===== src/hw/rtl/xte_pkg.sv =====
package xte_pkg;

    // Plain characters that map to named entities
    localparam logic [7:0] CH_AMP  = 8'h26;
    localparam logic [7:0] CH_LT   = 8'h3C;
    localparam logic [7:0] CH_GT   = 8'h3E;
    localparam logic [7:0] CH_QUOT = 8'h22;
    localparam logic [7:0] CH_APOS = 8'h27;

    // UTF-8 bytes of the recognized sequences
    localparam logic [7:0] LEAD_TWO   = 8'hC2;
    localparam logic [7:0] LEAD_THREE = 8'hE2;
    localparam logic [7:0] MID_THREE  = 8'h82;
    localparam logic [7:0] TRAIL_COPY = 8'hA9;
    localparam logic [7:0] TRAIL_REG  = 8'hAE;
    localparam logic [7:0] TRAIL_EURO = 8'hAC;

    // Held-prefix counts
    localparam logic [1:0] HOLD_NONE = 2'd0;
    localparam logic [1:0] HOLD_LEAD = 2'd1;
    localparam logic [1:0] HOLD_MID  = 2'd2;

    localparam int RUN_MAX = 8;

    // Entity texts, element 0 goes out first
    localparam logic [7:0][7:0] ENT_AMP  =
        {8'h00, 8'h00, 8'h00, ";", "p", "m", "a", "&"};
    localparam logic [7:0][7:0] ENT_LT   =
        {8'h00, 8'h00, 8'h00, 8'h00, ";", "t", "l", "&"};
    localparam logic [7:0][7:0] ENT_GT   =
        {8'h00, 8'h00, 8'h00, 8'h00, ";", "t", "g", "&"};
    localparam logic [7:0][7:0] ENT_QUOT =
        {8'h00, 8'h00, ";", "t", "o", "u", "q", "&"};
    localparam logic [7:0][7:0] ENT_APOS =
        {8'h00, 8'h00, ";", "s", "o", "p", "a", "&"};
    localparam logic [7:0][7:0] ENT_COPY =
        {8'h00, 8'h00, ";", "9", "6", "1", "#", "&"};
    localparam logic [7:0][7:0] ENT_REG  =
        {8'h00, 8'h00, ";", "4", "7", "1", "#", "&"};
    localparam logic [7:0][7:0] ENT_EURO =
        {8'h00, ";", "4", "6", "3", "8", "#", "&"};

    // Prefix held back between input transactions
    typedef struct packed {
        logic [1:0] cnt;
        logic       three;
    } t_hold;

    // Bytes produced by one input transaction
    typedef struct packed {
        logic [7:0][7:0] bytes;
        logic [3:0]      len;
    } t_run;

endpackage


===== src/hw/rtl/xte_in_if.sv =====
interface xte_in_if;
    logic       valid;
    logic       ready;
    logic [7:0] in_byte;
    logic       in_end;

    modport source (output valid, output in_byte, output in_end, input ready);
    modport sink   (input valid, input in_byte, input in_end, output ready);
endinterface


===== src/hw/rtl/xte_out_if.sv =====
interface xte_out_if;
    logic       valid;
    logic       ready;
    logic [7:0] out_byte;
    logic       run_done;
    logic       text_done;

    modport source (output valid, output out_byte, output run_done, output text_done,
                    input ready);
    modport sink   (input valid, input out_byte, input run_done, input text_done,
                    output ready);
endinterface


===== src/hw/rtl/xte_expand.sv =====
module xte_expand (
    input  logic [7:0]    i_byte,
    input  logic          i_end,
    input  xte_pkg::t_hold i_hold,
    output xte_pkg::t_run  o_run,
    output xte_pkg::t_hold o_hold
);
    import xte_pkg::*;

    logic [7:0][7:0] fr_bytes;
    logic [2:0]      fr_len;
    logic            fr_hold;
    logic            fr_three;
    logic [1:0][7:0] pre_bytes;
    logic [1:0]      pre_len;
    logic            use_fresh;
    logic            direct;
    logic [7:0][7:0] direct_bytes;
    logic [2:0]      direct_len;
    logic [2:0]      j;

    // Current byte with nothing held
    always_comb begin
        fr_bytes = {8{8'h00}};
        fr_len   = 3'd1;
        fr_hold  = 1'b0;
        fr_three = 1'b0;
        case (i_byte)
            CH_AMP: begin
                fr_bytes = ENT_AMP;
                fr_len   = 3'd5;
            end
            CH_LT: begin
                fr_bytes = ENT_LT;
                fr_len   = 3'd4;
            end
            CH_GT: begin
                fr_bytes = ENT_GT;
                fr_len   = 3'd4;
            end
            CH_QUOT: begin
                fr_bytes = ENT_QUOT;
                fr_len   = 3'd6;
            end
            CH_APOS: begin
                fr_bytes = ENT_APOS;
                fr_len   = 3'd6;
            end
            default: begin
                fr_bytes[0] = i_byte;
                if ((i_byte inside {LEAD_TWO, LEAD_THREE}) && !i_end) begin
                    fr_len   = 3'd0;
                    fr_hold  = 1'b1;
                    fr_three = (i_byte == LEAD_THREE);
                end
            end
        endcase
    end

    // Held prefix: match, keep holding, or flush raw
    always_comb begin
        pre_bytes    = {2{8'h00}};
        pre_len      = 2'd0;
        use_fresh    = 1'b1;
        direct       = 1'b0;
        direct_bytes = ENT_EURO;
        direct_len   = 3'd7;
        o_hold       = '0;
        if (i_hold.cnt == HOLD_NONE) begin
            use_fresh = 1'b1;
        end else if (i_hold.cnt == HOLD_LEAD && !i_hold.three) begin
            if (i_byte == TRAIL_COPY) begin
                use_fresh    = 1'b0;
                direct       = 1'b1;
                direct_bytes = ENT_COPY;
                direct_len   = 3'd6;
            end else if (i_byte == TRAIL_REG) begin
                use_fresh    = 1'b0;
                direct       = 1'b1;
                direct_bytes = ENT_REG;
                direct_len   = 3'd6;
            end else begin
                pre_bytes[0] = LEAD_TWO;
                pre_len      = 2'd1;
            end
        end else if (i_hold.cnt == HOLD_LEAD) begin
            if (i_byte == MID_THREE) begin
                use_fresh = 1'b0;
                if (i_end) begin
                    pre_bytes = {MID_THREE, LEAD_THREE};
                    pre_len   = 2'd2;
                end else begin
                    o_hold.cnt   = HOLD_MID;
                    o_hold.three = 1'b1;
                end
            end else begin
                pre_bytes[0] = LEAD_THREE;
                pre_len      = 2'd1;
            end
        end else begin
            // E2 82 held; an unreachable count of three lands here too
            if (i_byte == TRAIL_EURO) begin
                use_fresh = 1'b0;
                direct    = 1'b1;
            end else begin
                pre_bytes = {MID_THREE, LEAD_THREE};
                pre_len   = 2'd2;
            end
        end
        if (use_fresh && fr_hold) begin
            o_hold.cnt   = HOLD_LEAD;
            o_hold.three = fr_three;
        end
        if (i_end) begin
            o_hold = '0;
        end
    end

    // Splice raw prefix ahead of the fresh byte's output
    always_comb begin
        o_run.bytes = {8{8'h00}};
        o_run.len   = 4'd0;
        j           = 3'd0;
        if (direct) begin
            o_run.bytes = direct_bytes;
            o_run.len   = {1'b0, direct_len};
        end else begin
            for (int k = 0; k < RUN_MAX; k++) begin
                j = 3'(k) - {1'b0, pre_len};
                if (k < 32'(pre_len)) begin
                    o_run.bytes[k] = pre_bytes[k[0]];
                end else begin
                    o_run.bytes[k] = fr_bytes[j];
                end
            end
            o_run.len = {2'b00, pre_len} + (use_fresh ? {1'b0, fr_len} : 4'd0);
        end
    end

endmodule


===== src/hw/rtl/xml_text_escaper_top.sv =====
// Channel  | Dir | Payload                          | Transaction
// i_in     | in  | in_byte[7:0], in_end             | valid & ready
// o_out    | out | out_byte[7:0], run_done, text_done | valid & ready
//
// Each input byte is expanded in the cycle it is taken and its run (0 to 8
// bytes) is registered; results appear the cycle after acceptance.
// A plain byte passes through unchanged; an entity run holds the input until its
// last byte leaves the output register, which sends the run's bytes in order. A
// held lead byte is taken and gives no result, so nothing is loaded into the run.
// Input is taken while the last byte of the current run leaves, so plain text
// streams at one byte per cycle under no stall. i_rst_n (synchronous, active
// low) empties the run register and drops any held prefix.
module xml_text_escaper_top (
    input  logic       i_clk,
    input  logic       i_rst_n,
    xte_in_if.sink     i_in,
    xte_out_if.source  o_out
);
    import xte_pkg::*;

    t_hold           r_hold;
    t_hold           n_hold;
    t_run            n_run;
    logic [7:0][7:0] r_bytes;
    logic [3:0]      r_rem;
    logic [2:0]      r_pos;
    logic            r_end;
    logic            in_acc;
    logic            out_acc;
    logic            load;

    xte_expand u_expand (
        .i_byte (i_in.in_byte),
        .i_end  (i_in.in_end),
        .i_hold (r_hold),
        .o_run  (n_run),
        .o_hold (n_hold)
    );

    // Handshakes: take input while the run register is empty or empties this cycle
    assign out_acc    = o_out.valid && o_out.ready;
    assign i_in.ready = (r_rem == 4'd0) || (r_rem == 4'd1 && o_out.ready);
    assign in_acc     = i_in.valid && i_in.ready;
    assign load       = in_acc && (n_run.len != 4'd0);

    // Output from the run register
    assign o_out.valid     = (r_rem != 4'd0);
    assign o_out.out_byte  = r_bytes[r_pos];
    assign o_out.run_done  = (r_rem == 4'd1);
    assign o_out.text_done = (r_rem == 4'd1) && r_end;

    // Control state
    always_ff @(posedge i_clk) begin
        if (!i_rst_n) begin
            r_hold <= '0;
            r_rem  <= 4'd0;
            r_pos  <= 3'd0;
        end else begin
            if (in_acc) begin
                r_hold <= n_hold;
            end
            if (load) begin
                r_rem <= n_run.len;
                r_pos <= 3'd0;
            end else if (out_acc) begin
                r_rem <= r_rem - 4'd1;
                r_pos <= r_pos + 3'd1;
            end
        end
    end

    // Run payload
    always_ff @(posedge i_clk) begin
        if (load) begin
            r_bytes <= n_run.bytes;
            r_end   <= i_in.in_end;
        end
    end

    // A string's end leaves nothing held
    a_end_clears: assert property (@(posedge i_clk) disable iff (!i_rst_n)
        in_acc && i_in.in_end |=> r_hold == '0)
        else $error("held prefix survives end of string");

    // Held count stays below three
    a_hold_range: assert property (@(posedge i_clk) disable iff (!i_rst_n)
        r_hold.cnt != 2'd3)
        else $error("held count out of range");

    // Run length never exceeds eight
    a_rem_range: assert property (@(posedge i_clk) disable iff (!i_rst_n)
        r_rem <= 4'd8)
        else $error("run length out of range");

    // Last byte of a run leaves with no new run behind it: output goes idle
    a_drain_idle: assert property (@(posedge i_clk) disable iff (!i_rst_n)
        out_acc && o_out.run_done && !load |=> !o_out.valid)
        else $error("output valid after run drained");

    // Text end is only flagged on a run's last byte
    a_text_run: assert property (@(posedge i_clk) disable iff (!i_rst_n)
        o_out.valid && o_out.text_done |-> o_out.run_done)
        else $error("text end without run end");

endmodule

===== src/flat_wrapper.sv =====
// flat-port wrapper written by rule: the top's interface ports become plain ports
module xml_text_escaper_top_flat import xte_pkg::*;
  (i_clk, i_rst_n, i_in_valid, i_in_in_byte, i_in_in_end, i_in_ready, o_out_valid, o_out_out_byte, o_out_run_done, o_out_text_done, o_out_ready);
  xte_in_if i_in_i ();
  xte_out_if o_out_i ();
  input  logic i_clk;
  input  logic i_rst_n;
  input wire logic [$bits(i_in_i.valid)-1:0] i_in_valid;
  input wire logic [$bits(i_in_i.in_byte)-1:0] i_in_in_byte;
  input wire logic [$bits(i_in_i.in_end)-1:0] i_in_in_end;
  output wire logic [$bits(i_in_i.ready)-1:0] i_in_ready;
  output wire logic [$bits(o_out_i.valid)-1:0] o_out_valid;
  output wire logic [$bits(o_out_i.out_byte)-1:0] o_out_out_byte;
  output wire logic [$bits(o_out_i.run_done)-1:0] o_out_run_done;
  output wire logic [$bits(o_out_i.text_done)-1:0] o_out_text_done;
  input wire logic [$bits(o_out_i.ready)-1:0] o_out_ready;
  assign i_in_i.valid = i_in_valid;
  assign i_in_i.in_byte = i_in_in_byte;
  assign i_in_i.in_end = i_in_in_end;
  assign i_in_ready = i_in_i.ready;
  assign o_out_valid = o_out_i.valid;
  assign o_out_out_byte = o_out_i.out_byte;
  assign o_out_run_done = o_out_i.run_done;
  assign o_out_text_done = o_out_i.text_done;
  assign o_out_i.ready = o_out_ready;
  xml_text_escaper_top u_core (.i_clk(i_clk), .i_rst_n(i_rst_n), .i_in(i_in_i), .o_out(o_out_i));
endmodule

===== config.mk =====
export PLATFORM = sky130hd
export DESIGN_NAME = xml_text_escaper_top_flat
export DESIGN_NICKNAME = d
export VERILOG_FILES = /design/src/hw/rtl/xte_pkg.sv /design/src/hw/rtl/xte_in_if.sv /design/src/hw/rtl/xte_out_if.sv /design/src/hw/rtl/xte_expand.sv /design/src/hw/rtl/xml_text_escaper_top.sv /design/src/flat_wrapper.sv
export SDC_FILE = /design/constraint.sdc
export NUM_CORES = 1
export LEC_CHECK = 0
export BUFFER_PORTS_ARGS = -buffer_cell sky130_fd_sc_hd__buf_2
export CAP_MARGIN = 20
export CORE_ASPECT_RATIO = 0.7
export CORE_MARGIN = 2
export CORE_UTILIZATION = 55
export DETAILED_ROUTE_END_ITERATION = 8
export PLACE_DENSITY = 0.73
export SYNTH_ARGS = -nofsm -noshare
export SYNTH_HDL_FRONTEND = slang
export SYNTH_SLANG_ARGS = --single-unit

===== constraint.sdc =====
create_clock -name i_clk -period 23.2 [get_ports i_clk]
set_input_delay 6.96 -clock i_clk [delete_from_list [all_inputs] [get_ports i_clk]]
set_output_delay 6.96 -clock i_clk [all_outputs]
set_load 0.03 [all_outputs]

[Word-level counts from Yosys, hierarchy flattened]
Index checks and enable logic that the tools add are counted.
Word-level totals
  register bits after elaboration: 75
  input bits: 13
  output and inout bits: 12
  logic and storage cells: 149
Cells by class
  add/sub/neg operators: 11
  magnitude comparators: 12
  eq/ne operators: 13
  muxes and demuxes: 78
  bitwise gates (word level): 1
  reductions and logical operators: 21
Operator list (count)
  8-bit binary-select mux with 3-bit select: 9
  54-bit 2-to-1 mux: 4
  38-bit one-hot mux with 5 select lines: 1
  8-bit 2-to-1 mux: 19
  68-bit 2-to-1 mux: 1
  16-bit 2-to-1 mux: 4
  8-bit equality test, second input constant: 6
  8-bit by 6-bit equality test with 1-bit output, second input constant: 5
  3-bit by 4-bit less-than comparator with 1-bit output, second input constant: 9
  1-bit 2-to-1 mux: 24
  3-bit 2-to-1 mux: 7
  2-bit 2-to-1 mux: 6
  3-bit by 2-bit subtractor with 3-bit output, first input constant: 4
  3-bit one-hot mux with 3 select lines: 1
  1-bit logical AND: 8
  4-bit 2-to-1 mux: 2
  4-bit nonzero test: 2
  2-bit OR reduction: 3
  1-bit by 2-bit subtractor with 3-bit output, first input constant: 2
  2-bit by 2-bit subtractor with 3-bit output, first input constant: 2
  5-bit OR reduction: 1
  2-bit by 3-bit adder with 4-bit output: 1
  4-bit by 1-bit equality test with 1-bit output, second input constant: 1
  4-bit zero test: 1
  other kinds (10): 13

[Logic depth before layout (Yosys ltp)]
  depth in word-level cells: 13
  depth in mapped cells: 14
  mapped depth without buffers: 12

[Modules after synthesis]
Synthesis repeated with hierarchy kept, for this count alone.
Second synthesis, totals
  cell total of the unflattened synthesis: 482
  area total of the unflattened synthesis: 5104.9 µm²
Modules (own cells, without submodules)
  xml_text_escaper_top: instances 1, cells an instance 155, area each 2992.9 µm², seq. area each 2152.1 µm²
  xte_expand: instances 1, cells an instance 327, area each 2112.0 µm², seq. area each 0.0 µm²

[Least setup slack after synthesis]
No wires, ideal clock.
  kind: in2out
  start point: in o_out_ready
  end point: out i_in_ready
  data arrival time: 7.737 ns
  required time: 16.240 ns
  setup slack: 8.503 ns
  stages: 2
  path buffers: 0
  cells stage by stage: a21oi_1 nor3_1
On the way
  longest elaborated chain between the ends: 2
Ends and longest elaborated chain
  start: declaration: line flat_wrapper.sv:16  | input wire logic [$bits(o_out_i.ready)-1:0] o_out_ready;
  1-bit logical AND: line xml_text_escaper_top.sv:42  | assign i_in.ready = (r_rem == 4'd0) || (r_rem == 4'd1 && o_out.ready);
  1-bit logical OR: line xml_text_escaper_top.sv:42
  end: declaration: line flat_wrapper.sv:11  | output wire logic [$bits(i_in_i.ready)-1:0] i_in_ready;
Every way passes these cells.

[Final worst setup path]
Same ends and word-level chain as after synthesis.

==> impl_metrics.ini <==
[status]
status = complete, no violations

[timing]
relSlewSlack_pct = 38.4
timing.final.crit_share_pct = 63.1
hold_slack_ns = 0.591
timing.fmax_mhz = 68.3
worst_clock_skew_ns = 0.0122
finalSetupViolCount = 0
worst_slack_ns = 8.56
rsz0062_at_grt = false
tightest_slew_ns = 0.923
hold_violations = 0
fin_setup_tns_ns = 0
finalMaxSlewViolations = 0
min_period_ns = 14.64

[flow_run]
cap_violations = 0

[floorplan]
die_h_um = 81.7
initial_core_util_pct = 56.4
die_w_um = 115
rows = 28
coreArea_um2 = 8410
die_area_um2 = 9390
io_pins = 25

[global_route]
grt_pass1_wl_um = 20300
antenna_found_initial = 0
grt_util_all_layers_pct = 29.3
grt_overflow = 0
grt_start_max_net_pins = 60
grt_pass1_vias = 3596

[setup_path]
cpMostUsedCell = buf_2
worstPathArrival_ns = 7.68
path_buf_inv = 2
reg2reg_setup_slack_ns = 19.24
cp.required_ns = 16.24
max_stage_delay_ns = 0.27
startpoint_type = input pin
critPathLaunch = o_out_ready
crit_family = buffers and inverters
cp_max_fo = 5
crit_path_end_kind = output port
crit_slowest_cell = nor3_1
reg2reg_to = u_core.r_bytes[50]$_SDFFCE_PP0P_
path_cells = buf_2, a21oi_1, nor3_1, buf_2
r2r_cells = 12
path_class = in2out
r2r-start = u_core.r_hold[2]$_SDFFE_PN0P_

[cells_and_area]
area_delta_synth_final_pct = 9.55
final_layout_size_suffix_gt1_share_pct = 18.8
diodes = 0
fillers = 706
fin_nets = 495

[cts]
cts-resized-gates = 0
cts_buffers = 9
cts_tree = done
htreeDepth = 3
clockRootBuffer = clkbuf_16
cts_setup_buffers = 0
cts.path.max_buffers = 2
clock_sinks = 72
ctsHoldBuffers = 0
insertion_delay_ns = 0.33
clkTransAtPathRegs_ns = 0.06

[yosys]
yosysWarnings = 0
synth-seq-area-share_pct = 43.5
yosysTopAreaCellShare_pct = 39.3
syn_inst = 463
yosysUniqueCellTypes = 75
synth.ff_latch_count = 72
netlist_top_cells_count = 62 x edfxtp_1, 44 x nor2_1, 41 x nand2_1
ys_async_sr_fraction_pct = 0
yosysMostFrequentCell = edfxtp_1
syn_area_um2 = 4740
synth.avg_cell_area_um2 = 10.2
synth_largest_area_cell = edfxtp_1
synth_edf_count = 62
yosys-top-cells-area = edfxtp_1 39%, mux4_2 7.1%, dfxtp_1 4.2%, o21ai_0 3.8%, nor2_1 3.5%
synth-main-ff-cell = edfxtp_1

[power_and_ir_drop]
powerDensity_nw_per_um2 = 90.6
p_total_uw = 470
leakage_uw = 0.00187
irDropWorstVdd_mv = 0.0429

[drt]
drtPass1Iterations = 5
viasPerCell = 6.75
drt_iter0_markers = 500
wl_per_cell_um = 21.8
drc = 0
routed_wl_um = 12700
ant_nets = 0
vias = 3944

[hold_path]
hp-start = u_core.r_hold[2]$_SDFFE_PN0P_
hold_end = u_core.r_hold[2]$_SDFFE_PN0P_
hp-class = reg2reg
whs_path_depth = 2

[place]
place_congestion = 1.06
io_buffers = 24
pre_cts_ws_ns = 8.58
dp_hpwl_um = 9050
## stage by stage
| stage | utilization (%) | std cells | area, µm² |
|---|---|---|---|
| after floorplan | - | 466 | 4750 |
| after global placement | 58.0 | 568 | 4870 |
| after detailed placement | 58.0 | 568 | 4870 |
| after CTS | 61.8 | 584 | 5190 |
| after global routing | 61.8 | 584 | 5190 |
| final | 61.8 | 584 | 5190 |
## cells in the final DEF, fill, tap and decap left out, types with 3 or more instances in the layout
cell type / count
nor3b_1: 4
ha_1: 7
a21oi_1: 26
inv_1: 11
o21ai_1: 5
nor2_1: 44
dfxtp_1: 10
a21o_1: 4
buf_2: 24
mux4_2: 15
o22ai_1: 3
nor4_1: 3
o211ai_1: 8
conb_1: 4
buf_4: 6
nor3b_2: 3
clkbuf_16: 9
a211oi_1: 3
nor3_4: 3
and2_1: 5
nand2b_1: 8
o21ai_0: 36
nand4_1: 4
o31ai_1: 5
nand3_1: 17
edfxtp_1: 62
a31oi_1: 11
nor2b_1: 7
nor3_1: 11
nand2_1: 41
mux2_2: 7
mux2i_1: 8
## worst max path at each step
stage / slack (ns) / end / depth (start not counted)
after floorplan: 8.50 / i_in_ready / 2
after global placement: 8.61 / i_in_ready / 4
after detailed placement: 8.58 / i_in_ready / 4
after CTS: 8.58 / i_in_ready / 4
after global routing: 8.46 / i_in_ready / 4
final: 8.56 / i_in_ready / 4
## tightest hold or removal path: cells and delay by family, from the launching register on
kind / cells / cell delay (ns)
DFF: 1 / 0.38
AOI/OAI and AO/OA: 1 / 0.08
and+or+nand+nor: 1 / 0.08
## sequential cells by signal, indices dropped and copies added (netlist names)
signal and cells:
u_core.r_bytes 61, u_core.r_rem 4, u_core.r_hold 3, u_core.r_pos 3, u_core.r_end 1
## routing by layer
metal	GRT usage (%)	wire (µm)	vias up	share of wire, %
li1	-	-	1795	-
met1	43.4	5640	1876	44
met2	41.1	5390	252	42
met3	9.37	1510	21	12
met4	8.31	205	0	1.6
met5	0	0	-	0
## final cells by class
class	count	area, µm²	area share (%)
sequential	72	2060	39.7
timing repair buffer	30	165	3.18
clock buffer	10	229	4.41
multi-input combinational	349	2470	47.6
inverter	12	45.0	0.867
tap	105	131	2.53
clock inverter	6	91.3	1.76
## power by group
| part | switching, µW | internal [µW] | leakage [µW] |
|---|---|---|---|
| Clock | 54.0 | 94.7 | 0.000157 |
| Combinational | 78.7 | 45.4 | 0.00102 |
| Sequential | 11.3 | 186 | 0.000693 |
| Total | 144 | 326 | 0.00187 |
## cells by family (layout without fill, tap and decap cells)
group	Yosys count	after routing	synth area share (%)
buf+inv	45	58	5.01
compound gates	131	131	17.8
fa+ha+maj	9	9	2.48
flops	72	72	43.5
xor+xnor	4	4	0.739
mux	32	32	11.1
other cells	1	4	0.0791
simple gates	169	169	19.3
(Power assumes the default switching activity.)
